--- src/rtl/p2cs_pkg.sv ---
// shared types, constants and the arctangent table of the polar to cartesian scan converter
package p2cs_pkg;

	localparam int RANGE_W   = 24;
	localparam int ANGLE_W   = 32;
	localparam int POINT_W   = 25;
	localparam int CFG_IDX_W = 2;
	localparam int CFG_W     = 32;
	localparam int XY_W      = 36;
	localparam int Z_W       = 34;
	localparam int KINV_W    = 32;
	localparam int PROD_W    = RANGE_W + KINV_W;
	localparam int PRESHIFT  = 24;
	localparam int ROUND_SH  = 8;
	localparam int FIN_W     = XY_W + 1;
	localparam int QUEUE_DEPTH = 4;
	localparam int QPTR_W    = 2;
	localparam int QCNT_W    = 3;

	localparam logic [KINV_W-1:0] KINV_Q32 = 32'h9B74EDA8;
	localparam logic signed [FIN_W-1:0] OUT_LIMIT = 37'sd16777215;
	localparam logic signed [FIN_W-1:0] ROUND_ADD = 37'sd128;

	typedef enum logic [CFG_IDX_W-1:0] {
		REG_ANGLE_START = 2'd0,
		REG_ANGLE_STEP  = 2'd1
	} p2cs_reg_t;

	typedef struct packed {
		logic [RANGE_W-1:0] rng;
		logic [ANGLE_W-1:0] angle;
		logic               last;
	} p2cs_item_t;

	function automatic logic [31:0] atan_bau(input logic [4:0] i);
		logic [31:0] t;
		case (i)
			5'd0:  t = 32'd536870912;
			5'd1:  t = 32'd316933405;
			5'd2:  t = 32'd167458907;
			5'd3:  t = 32'd85158868;
			5'd4:  t = 32'd42667331;
			5'd5:  t = 32'd21349345;
			5'd6:  t = 32'd10680862;
			5'd7:  t = 32'd5340245;
			5'd8:  t = 32'd2670163;
			5'd9:  t = 32'd1335087;
			5'd10: t = 32'd667544;
			5'd11: t = 32'd333772;
			5'd12: t = 32'd166886;
			5'd13: t = 32'd83443;
			5'd14: t = 32'd41721;
			5'd15: t = 32'd20860;
			5'd16: t = 32'd10430;
			5'd17: t = 32'd5215;
			5'd18: t = 32'd2607;
			5'd19: t = 32'd1303;
			5'd20: t = 32'd651;
			5'd21: t = 32'd325;
			5'd22: t = 32'd162;
			5'd23: t = 32'd81;
			5'd24: t = 32'd40;
			5'd25: t = 32'd20;
			5'd26: t = 32'd10;
			5'd27: t = 32'd5;
			5'd28: t = 32'd2;
			5'd29: t = 32'd1;
			default: t = 32'd0;
		endcase
		return t;
	endfunction

endpackage

--- src/rtl/p2cs_queue.sv ---
// short queue between the front end and the rotation pipeline
module p2cs_queue
	import p2cs_pkg::*;
(
	input  logic       clk,
	input  logic       arst_n,
	input  logic       push,
	input  p2cs_item_t push_item,
	output logic       full,
	input  logic       pop,
	output logic       not_empty,
	output p2cs_item_t pop_item
);

	p2cs_item_t        mem_q [QUEUE_DEPTH];
	logic [QPTR_W-1:0] wr_ptr_q;
	logic [QPTR_W-1:0] rd_ptr_q;
	logic [QCNT_W-1:0] count_q;
	logic              do_push;
	logic              do_pop;

	assign full      = (count_q == QCNT_W'(QUEUE_DEPTH));
	assign not_empty = (count_q != '0);
	assign do_push   = push && !full;
	assign do_pop    = pop && not_empty;
	assign pop_item  = mem_q[rd_ptr_q];

	always_ff @(posedge clk) begin
		if (do_push) begin
			mem_q[wr_ptr_q] <= push_item;
		end
	end

	always_ff @(posedge clk or negedge arst_n) begin
		if (!arst_n) begin
			wr_ptr_q <= '0;
			rd_ptr_q <= '0;
			count_q  <= '0;
		end else begin
			if (do_push) begin
				wr_ptr_q <= wr_ptr_q + 1'b1;
			end
			if (do_pop) begin
				rd_ptr_q <= rd_ptr_q + 1'b1;
			end
			case ({do_push, do_pop})
				2'b10:   count_q <= count_q + 1'b1;
				2'b01:   count_q <= count_q - 1'b1;
				default: count_q <= count_q;
			endcase
		end
	end

endmodule

--- config.mk ---
export PLATFORM = sky130hd
export DESIGN_NAME = p2cs_queue
export DESIGN_NICKNAME = d
export VERILOG_FILES = /design/src/rtl/p2cs_pkg.sv /design/src/rtl/p2cs_queue.sv
export SDC_FILE = /design/constraint.sdc
export NUM_CORES = 1
export LEC_CHECK = 0
export BUFFER_PORTS_ARGS = -buffer_cell sky130_fd_sc_hd__clkbuf_2
export CELL_PAD_IN_SITES_DETAIL_PLACEMENT = 1
export CELL_PAD_IN_SITES_GLOBAL_PLACEMENT = 1
export CORE_UTILIZATION = 45
export CTS_CLUSTER_DIAMETER = 80
export DETAILED_ROUTE_END_ITERATION = 16
export HOLD_SLACK_MARGIN = 0.02
export MAX_ROUTING_LAYER = met4
export PLACE_DENSITY_LB_ADDON = 0.1
export SLEW_MARGIN = 20
export SYNTH_ARGS = -nofsm -noshare
export SYNTH_HDL_FRONTEND = slang
export SYNTH_SLANG_ARGS = --single-unit
--- constraint.sdc ---
create_clock -name clk -period 2.9 [get_ports clk]
set_clock_uncertainty 0.15 [all_clocks]
set_input_delay 0.435 -clock clk [delete_from_list [all_inputs] [get_ports clk]]
set_output_delay 0.435 -clock clk [all_outputs]
set_load 0.02 [all_outputs]
==> impl_metrics.toml <==
[status]
status = "finished, final reports clean"

[yosys]
synth_nets = 402
syn_area_per_cell_um2 = 25.8
syn_area_um2 = 8650
post-synth-top-area-cell = "edfxtp_1"
ys_seq_elements = 235
ys_warn_count = 0
synthCells = 335
ys.flop_type = "edfxtp_1"
async_flop_share_pct = 2.98
synth_top_area_share_pct = 79.1
ys_seq_area_share_pct = 81.1
synth-edff-count = 228
synth_area_leaders = "edfxtp_1, mux4_2, dfrtp_1, ha_1, buf_12"
synthTopCellsByCount = "edfxtp_1, mux4_2, dfrtp_1"
post-synth-top-count-cell = "edfxtp_1"
synth_cell_types = 22

[grt]
grt_pass1_wl_um = 27000
grt_pass1_vias = 4684
grt_max_degree = 34
antenna_found_initial = 0
grtUsageTotal_pct = 18.9
overflow = 0

[floorplanning]
dieArea_um2 = 19800
fp-row-count = 50
fp.dieH_um = 141
io_pins = 120
die_x_um = 141
core_area_um2 = 18800
start_util_pct = 46.1

[critical_path]
r2r_end = "mem_q[3][13]"
endpoint_kind = "primary output"
worstPathRequired_ns = 2.32
path_cells = "buf_12 > mux4_2 > clkbuf_2"
cp-start-kind = "flip-flop"
critical-path-slowest-cell = "dfrtp_4"
cpPeakStageDelay_ns = 0.58
critPathArrivalTime_ns = 2.19
critPathMaxFanout = 31
rr_startpoint = "count_q[2]"
rrSetupSlack_ns = 0.58
path_class = "reg2out"
worst_r2r_path_depth = 4

[clock_network]
h-tree-depth = 1
cts_resized = 0
numCtsBuffers = 25
cts_sinks = 235
clk_path_buf_depth = 3
root_buffer = "clkbuf_16"
clk_latency_ns = 0.51
clk_pin_slew_ns = 0.06
tritoncts = "built"

[placed_design]
dp_slack_ns = 0.535
placed_cell_area_um2 = 9640
globalplace.congestion = 0.732
numPortBuffers = 119
dp_hpwl_um = 10800

[pwr]
internal_power_mw = 7.78
switching_share_pct = 31.4
vdd_drop_max_uv = 520
power.share.clock_pct = 26.1
p_per_area_nw_per_um2 = 1030
switching_power_mw = 3.56
power_frac_seq_pct = 41.6
p_leak_nw = 3.87
power_frac_comb_pct = 32.3

[sta]
fmax_ghz = 0.361
tightestPinTransition_ns = 0.550
rsz0062_at_grt = "no"
slew_violations = 0
period_needed_ns = 2.77
setup_viol = 0
hold_viol = 0
finalCritPeriodShare_pct = 95.6
setup_tns_ns = 0
max-slew-margin-rel_pct = 63.3
setup_ws_ns = 0.127

[worst_hold_path]
hp-class = "in2async"

[job]
drv_cap = 0

[final_layout]
seq_area_um2 = 7030
fin_area_um2 = 11000
diodes = 0
num-fill-cells = 1621
drive_gt1_share_pct = 40.8
area_growth_pct = 26.9
multi_input_area_um2 = 1510
finish.utilization_pct = 58.5
nets = 607

[route]
first_pass_iters = 5
drt_iter0_drc = 187
routedWlPerCell_um = 21.9
viasPerCell = 5.24
vias = 4136
ant_nets = 0
drc_errors = 0
routed_wl_um = 17300
sequential cells by signal (all words and copies together), names as in the netlist:
signal    cells
mem_q       228
count_q       3
wr_ptr_q      2
rd_ptr_q      2
metrics by stage:
step	power (mW)	instances	hold slack [ns]
finish	11.3	790	0.152
global route	11.9	790	0.165
CTS	11.5	790	0.139
detailed placement	8.50	689	0.149
global placement	8.43	689	0.146
floorplan	7.22	335	-0.0106
kinds of logic (layout without fill, tap and decap cells):
group	after synthesis	in the layout	synth area share (%)
flops	235	235	81.1
buf+inv	19	240	1.50
compound gates	1	1	0.101
xor+xnor	6	6	0.607
fa+ha+maj	6	6	0.954
simple gates	9	9	0.607
mux	59	59	15.1
area by class of cell:
| class | count | area share [%] |
|---|---|---|
| sequential | 235 | 64.0 |
| multi-input combinational | 81 | 13.8 |
| timing repair buffer | 191 | 12.5 |
| clock buffer | 29 | 5.83 |
| tap | 234 | 2.67 |
| clock inverter | 14 | 1.06 |
| inverter | 6 | 0.205 |
how the worst max path moves through the flow:
stage | startpoint | slack, ns | cells after the start | endpoint
after global placement | count_q[2] | 0.61 | 4 | mem_q[2][2]
after CTS | rd_ptr_q[0] | 0.09 | 3 | pop_item[24]
final | rd_ptr_q[0] | 0.13 | 3 | pop_item[24]
after global routing | rd_ptr_q[0] | 0.01 | 3 | pop_item[24]
after floorplan | count_q[0] | 0.37 | 9 | count_q[2]
after detailed placement | count_q[2] | 0.53 | 4 | mem_q[3][2]
worst max-delay path, delay by kind of cell (launching register included):
family   cells  cell delay (ns)
buf+inv      2             0.49
flops        1             0.58
mux          1             0.58
cell usage in the layout (no fill, tap or decap):
cell           synthesis  routed
edfxtp_1             228     228
clkbuf_2               0     119
dlygate4sd3_1          0      58
mux4_2                57      57
clkbuf_16              0      25
clkinv_1               0       9
buf_12                 2       7
buf_4                  4       7
inv_1                  6       6
ha_1                   5       5
dfrtp_1                7       5
and2_4                 0       4
clkbuf_1               0       4
xnor2_1                3       3
xor2_1                 3       3
bufinv_16              0       2
o31a_1                 1       1
nor3b_1                1       1
nor2b_1                1       1
or3_1                  1       1
mux2i_1                1       1
mux2_2                 1       1
nand2_1                1       1
nor2_1                 1       1
fa_1                   1       1
inv_6                  0       1
clkinv_2               0       1
clkinv_4               0       1
dfrtp_4                0       1
dfrtp_2                0       1
power by group through the flow:
| stage | logic, mW | clock network [mW] | registers, mW |
|---|---|---|---|
| global route | 3.93 | 3.15 | 4.78 |
| finish | 3.66 | 2.96 | 4.72 |
| floorplan | 2.54 | 0 | 4.68 |
| CTS | 3.77 | 3.04 | 4.73 |
| detailed placement | 3.70 | 0 | 4.80 |
| global placement | 3.68 | 0 | 4.75 |
layer usage:
layer	routed length [µm]	vias up	GRT usage (%)
li1	-	1838	-
met1	7650	2160	24.3
met2	8680	107	31.4
met3	622	31	3.26
met4	381	0	5.03
met5	0	-	-
repair_timing:
action                                 4_1_cts  5_1_grt
setup buffers                                0        0
hold buffers                                58        0
endpoints found under the hold margin      235        0
Note: power is estimated with default switching activity, not from simulation.
