## config.mk

```make
export PLATFORM = sky130hd
export DESIGN_NAME = p2cs_front
export DESIGN_NICKNAME = d
export VERILOG_FILES = /design/src/rtl/p2cs_pkg.sv /design/src/rtl/p2cs_front.sv
export SDC_FILE = /design/constraint.sdc
export NUM_CORES = 1
export LEC_CHECK = 0
export CAP_MARGIN = 0
export CORE_ASPECT_RATIO = 0.5
export CORE_MARGIN = 4
export CORE_UTILIZATION = 55
export CTS_CLUSTER_SIZE = 20
export DETAILED_ROUTE_END_ITERATION = 8
export DONT_BUFFER_PORTS = 1
export PLACE_DENSITY = 0.74
export RECOVER_POWER = 50
export SLEW_MARGIN = 20
export SYNTH_ARGS = -nofsm -noshare
export SYNTH_HDL_FRONTEND = slang
export SYNTH_SLANG_ARGS = --single-unit
```

## constraint.sdc

```tcl
create_clock -name clk -period 3.9 [get_ports clk]
set_input_delay 0.39 -clock clk [delete_from_list [all_inputs] [get_ports clk]]
set_output_delay 0.39 -clock clk [all_outputs]
set_load 0.05 [all_outputs]
```

## src/rtl/p2cs_pkg.sv

```systemverilog
// shared types, constants and the arctangent table of the polar to cartesian scan converter
package p2cs_pkg;

	localparam int RANGE_W   = 24;
	localparam int ANGLE_W   = 32;
	localparam int POINT_W   = 25;
	localparam int CFG_IDX_W = 2;
	localparam int CFG_W     = 32;
	localparam int XY_W      = 36;
	localparam int Z_W       = 34;
	localparam int KINV_W    = 32;
	localparam int PROD_W    = RANGE_W + KINV_W;
	localparam int PRESHIFT  = 24;
	localparam int ROUND_SH  = 8;
	localparam int FIN_W     = XY_W + 1;
	localparam int QUEUE_DEPTH = 4;
	localparam int QPTR_W    = 2;
	localparam int QCNT_W    = 3;

	localparam logic [KINV_W-1:0] KINV_Q32 = 32'h9B74EDA8;
	localparam logic signed [FIN_W-1:0] OUT_LIMIT = 37'sd16777215;
	localparam logic signed [FIN_W-1:0] ROUND_ADD = 37'sd128;

	typedef enum logic [CFG_IDX_W-1:0] {
		REG_ANGLE_START = 2'd0,
		REG_ANGLE_STEP  = 2'd1
	} p2cs_reg_t;

	typedef struct packed {
		logic [RANGE_W-1:0] rng;
		logic [ANGLE_W-1:0] angle;
		logic               last;
	} p2cs_item_t;

	function automatic logic [31:0] atan_bau(input logic [4:0] i);
		logic [31:0] t;
		case (i)
			5'd0:  t = 32'd536870912;
			5'd1:  t = 32'd316933405;
			5'd2:  t = 32'd167458907;
			5'd3:  t = 32'd85158868;
			5'd4:  t = 32'd42667331;
			5'd5:  t = 32'd21349345;
			5'd6:  t = 32'd10680862;
			5'd7:  t = 32'd5340245;
			5'd8:  t = 32'd2670163;
			5'd9:  t = 32'd1335087;
			5'd10: t = 32'd667544;
			5'd11: t = 32'd333772;
			5'd12: t = 32'd166886;
			5'd13: t = 32'd83443;
			5'd14: t = 32'd41721;
			5'd15: t = 32'd20860;
			5'd16: t = 32'd10430;
			5'd17: t = 32'd5215;
			5'd18: t = 32'd2607;
			5'd19: t = 32'd1303;
			5'd20: t = 32'd651;
			5'd21: t = 32'd325;
			5'd22: t = 32'd162;
			5'd23: t = 32'd81;
			5'd24: t = 32'd40;
			5'd25: t = 32'd20;
			5'd26: t = 32'd10;
			5'd27: t = 32'd5;
			5'd28: t = 32'd2;
			5'd29: t = 32'd1;
			default: t = 32'd0;
		endcase
		return t;
	endfunction

endpackage

```

## src/rtl/p2cs_front.sv

```systemverilog
// front end: configuration registers, running angle and sample acceptance
module p2cs_front
	import p2cs_pkg::*;
(
	input  logic                 clk,
	input  logic                 arst_n,
	input  logic                 cfg_wr_en,
	input  logic [CFG_IDX_W-1:0] cfg_index,
	input  logic [CFG_W-1:0]     cfg_wr_data,
	input  logic                 sample_valid,
	output logic                 sample_ready,
	input  logic [RANGE_W-1:0]   range_sample,
	input  logic                 first_of_scan,
	input  logic                 last_of_scan,
	input  logic                 q_full,
	output logic                 q_push,
	output p2cs_item_t           q_item
);

	logic [ANGLE_W-1:0] angle_start_q;
	logic [ANGLE_W-1:0] angle_step_q;
	logic [ANGLE_W-1:0] cur_angle_q;
	logic [ANGLE_W-1:0] angle_used;

	assign sample_ready = !q_full;
	assign q_push       = sample_valid && !q_full;
	assign angle_used   = first_of_scan ? angle_start_q : cur_angle_q;

	assign q_item.rng   = range_sample;
	assign q_item.angle = angle_used;
	assign q_item.last  = last_of_scan;

	always_ff @(posedge clk or negedge arst_n) begin
		if (!arst_n) begin
			angle_start_q <= '0;
			angle_step_q  <= '0;
		end else if (cfg_wr_en) begin
			case (p2cs_reg_t'(cfg_index))
				REG_ANGLE_START: angle_start_q <= cfg_wr_data[ANGLE_W-1:0];
				REG_ANGLE_STEP:  angle_step_q  <= cfg_wr_data[ANGLE_W-1:0];
				default: ;
			endcase
		end
	end

	always_ff @(posedge clk or negedge arst_n) begin
		if (!arst_n) begin
			cur_angle_q <= '0;
		end else if (q_push) begin
			cur_angle_q <= angle_used + angle_step_q;
		end
	end

endmodule

```

==> results.json <==
{
  "outcome": "complete, but fails checks",
  "violations": "capacitance limit, slew limit",
  "ys.flop_type": "dfrtp_1",
  "grt-ovfl-total": 0,
  "netlist_top_cells_count": "96 x dfrtp_1, 96 x mux2_2, 49 x nand2_1",
  "yosys.cell_types.count": 52,
  "timing.fmax_ghz": 0.320,
  "grt_max_degree": 97,
  "crit_path_start_kind": "flip-flop",
  "min_to": "angle_start_q[30]",
  "post-route-period-util": 0.801,
  "maxCapViolations": 2,
  "rows": 26,
  "yosysWarningCount": 0,
  "drive_gt1_frac": 0.234,
  "fin_setup_tns_ns": 0,
  "hold_path_depth": 1,
  "path_max_fanout": 4,
  "ys_seq_area_frac": 0.416,
  "reg2reg_to": "cur_angle_q[28]",
  "worstPathRequired_ns": 4.15,
  "drcViolationCount": 0,
  "rsz0062_at_grt": "no",
  "swShare": 0.431,
  "multi_input_area_um2": 3050,
  "die-area_um2": 12300,
  "r2r_start": "cur_angle_q[0]",
  "clk_path_buf_depth": 2,
  "synth_seq_cells": 96,
  "dr.pass1.iters": 4,
  "finalHoldViolations": 0,
  "grt_pass1_wl_um": 20300,
  "p_clk_frac": 0.184,
  "syn_area_per_cell_um2": 10.5,
  "synthesis.nets": 646,
  "coreArea_um2": 10200,
  "wl_per_cell_um": 18.3,
  "relSlewSlack": -0.588,
  "io_buffers": 0,
  "grt_use_total": 0.203,
  "n_antenna_cell": 0,
  "grt_pass1_vias": 3968,
  "cts_sinks": 96,
  "htreeDepth": 3,
  "p_seq_frac": 0.310,
  "antenna_found_initial": 0,
  "areaGrowthSynthToFinish_pct": 3.29,
  "endpoint_kind": "flip-flop",
  "async_reset_ff_frac": 1.00,
  "via_per_inst": 6.00,
  "intPower_mw": 2.61,
  "first_iter_violations": 244,
  "clk_pin_slew_ns": 0.07,
  "yosys.area.top_type": "dfrtp_1",
  "initial_utilization": 0.566,
  "cts_buffers": 9,
  "post_cts_buffers": 0,
  "netlist.area_leader.share": 0.416,
  "die_w_um": 153,
  "p_per_area_nw_per_um2": 770,
  "hold_path.class": "primary input to flip-flop",
  "nets": 612,
  "worstRegToRegCells": 11,
  "place_hpwl_um": 8430,
  "gp_congestion": 0.861,
  "postSynthCellCount": 549,
  "leakage_nw": 2.62,
  "r2r_slack_ns": 0.77,
  "arrival_ns": 3.38,
  "min-delay-start": "cfg_wr_data[30]",
  "vdd_drop_max_mv": 0.268,
  "vias": 3947,
  "synth.area.top_cells": "dfrtp_1 42%, mux2_2 19%, ha_1 6.7%, buf_4 3.2%, nand2_1 3.2%",
  "finalInstanceArea_um2": 5970,
  "insertion_delay_ns": 0.34,
  "dieHeight_um": 80.5,
  "cts_root_buf": "clkbuf_16",
  "setup_viol": 0,
  "finalCriticalPeriod_ns": 3.13,
  "drv_slew": 130,
  "finClkSkew_ns": 0.00883,
  "power_switching_mw": 1.98,
  "ant_nets": 0,
  "placed_area_um2": 5690,
  "fill_cells": 855,
  "path_class": "flip-flop to flip-flop",
  "seqCellArea_um2": 2400,
  "num_io_pins": 124,
  "synth_edf_count": 0,
  "wirelength_um": 12000,
  "comb_power_share": 0.506,
  "cts_tree": "built",
  "tightest_slew_ns": 2.38,
  "syn_area_um2": 5780
}
-- registers in the layout, summed over array words and instances, names as in the netlist --
name and flops:
angle_start_q 32, angle_step_q 32, cur_angle_q 32
-- cells in the final DEF, fill, tap and decap left out, types with 7 or more instances in the layout --
master / synthesis / routed
xnor2_1: 12 / 12
inv_1: 10 / 10
nand3_1: 12 / 12
ha_1: 31 / 31
mux2_2: 96 / 96
dfrtp_1: 96 / 96
o21ai_0: 31 / 31
nor2_1: 27 / 27
xor2_1: 11 / 11
a21o_1: 13 / 13
nand2_1: 49 / 48
clkbuf_16: 0 / 9
a21oi_1: 31 / 31
nand4_1: 7 / 7
-- layout make-up --
cell class / count / area share
clock inverter: 1 / 0.00503
multi-input combinational: 393 / 0.511
inverter: 10 / 0.00629
tap: 140 / 0.0293
timing repair buffer: 5 / 0.00566
clock buffer: 13 / 0.0402
sequential: 96 / 0.402
-- cells by family after synthesis --
family	share of synthesized area
and+or+nand+nor	0.0961
AOI/OAI and AO/OA	0.136
muxes	0.189
DFF	0.416
buffers and inverters	0.0578
adders and majority gates	0.0706
xor gates and xnor gates	0.0348
-- worst max-delay path: stages, from the launching register on --
cell and delay [ns]:
dfrtp_1 0.39, mux2_2 0.40, ha_1 0.28, fa_1 0.40, a21oi_1 0.23, nor2_1 0.11, o21bai_1 0.19, a21oi_1 0.17
o21ai_1 0.33, a211oi_1 0.17, o21a_1 0.19, o31ai_1 0.18
-- metal layers --
metal  wire, um  GRT usage  up-vias  part of all wire
met5          0          0        -                 0
met1       5490      0.266     1942              0.46
met2       5530      0.323       89              0.46
li1           -          -     1891                 -
met4        219     0.0622        0             0.018
met3        802     0.0684       25             0.067
-- how the worst max path moves through the flow --
stage	start	endpoint	cells past startpoint
after floorplan	first_of_scan	cur_angle_q[29]	12
after global placement	first_of_scan	cur_angle_q[27]	9
after detailed placement	first_of_scan	cur_angle_q[29]	10
after CTS	cur_angle_q[5]	cur_angle_q[29]	10
after global routing	cur_angle_q[4]	cur_angle_q[31]	10
final	cur_angle_q[0]	cur_angle_q[28]	11
-- power by group through the flow --
stage / clock (mW) / combinational (mW) / sequential [mW]
2_1_floorplan: 0 / 2.04 / 1.39
3_3_place_gp: 0 / 2.25 / 1.43
3_5_place_dp: 0 / 2.28 / 1.45
4_1_cts: 0.859 / 2.32 / 1.43
5_1_grt: 0.904 / 2.55 / 1.47
6_report: 0.845 / 2.32 / 1.43
-- per-stage QoR --
stage	setup slack, ns	hold WS [ns]	total power, mW	cells	utilization
after global routing	0.565	0.184	4.92	658	0.585
after detailed placement	0.721	0.0964	3.73	642	0.557
after CTS	0.782	0.191	4.61	658	0.587
after global placement	0.767	0.0975	3.68	642	0.557
final	0.775	0.194	4.59	658	0.585
after floorplan	0.418	0.0944	3.43	549	-
-- timing repair --
action | in CTS | in global routing
endpoints found under the hold margin | 96 | 0
hold buffers | 2 | 0
resized for setup | 0 | 0
Note: power is estimated with default switching activity, not from simulation.
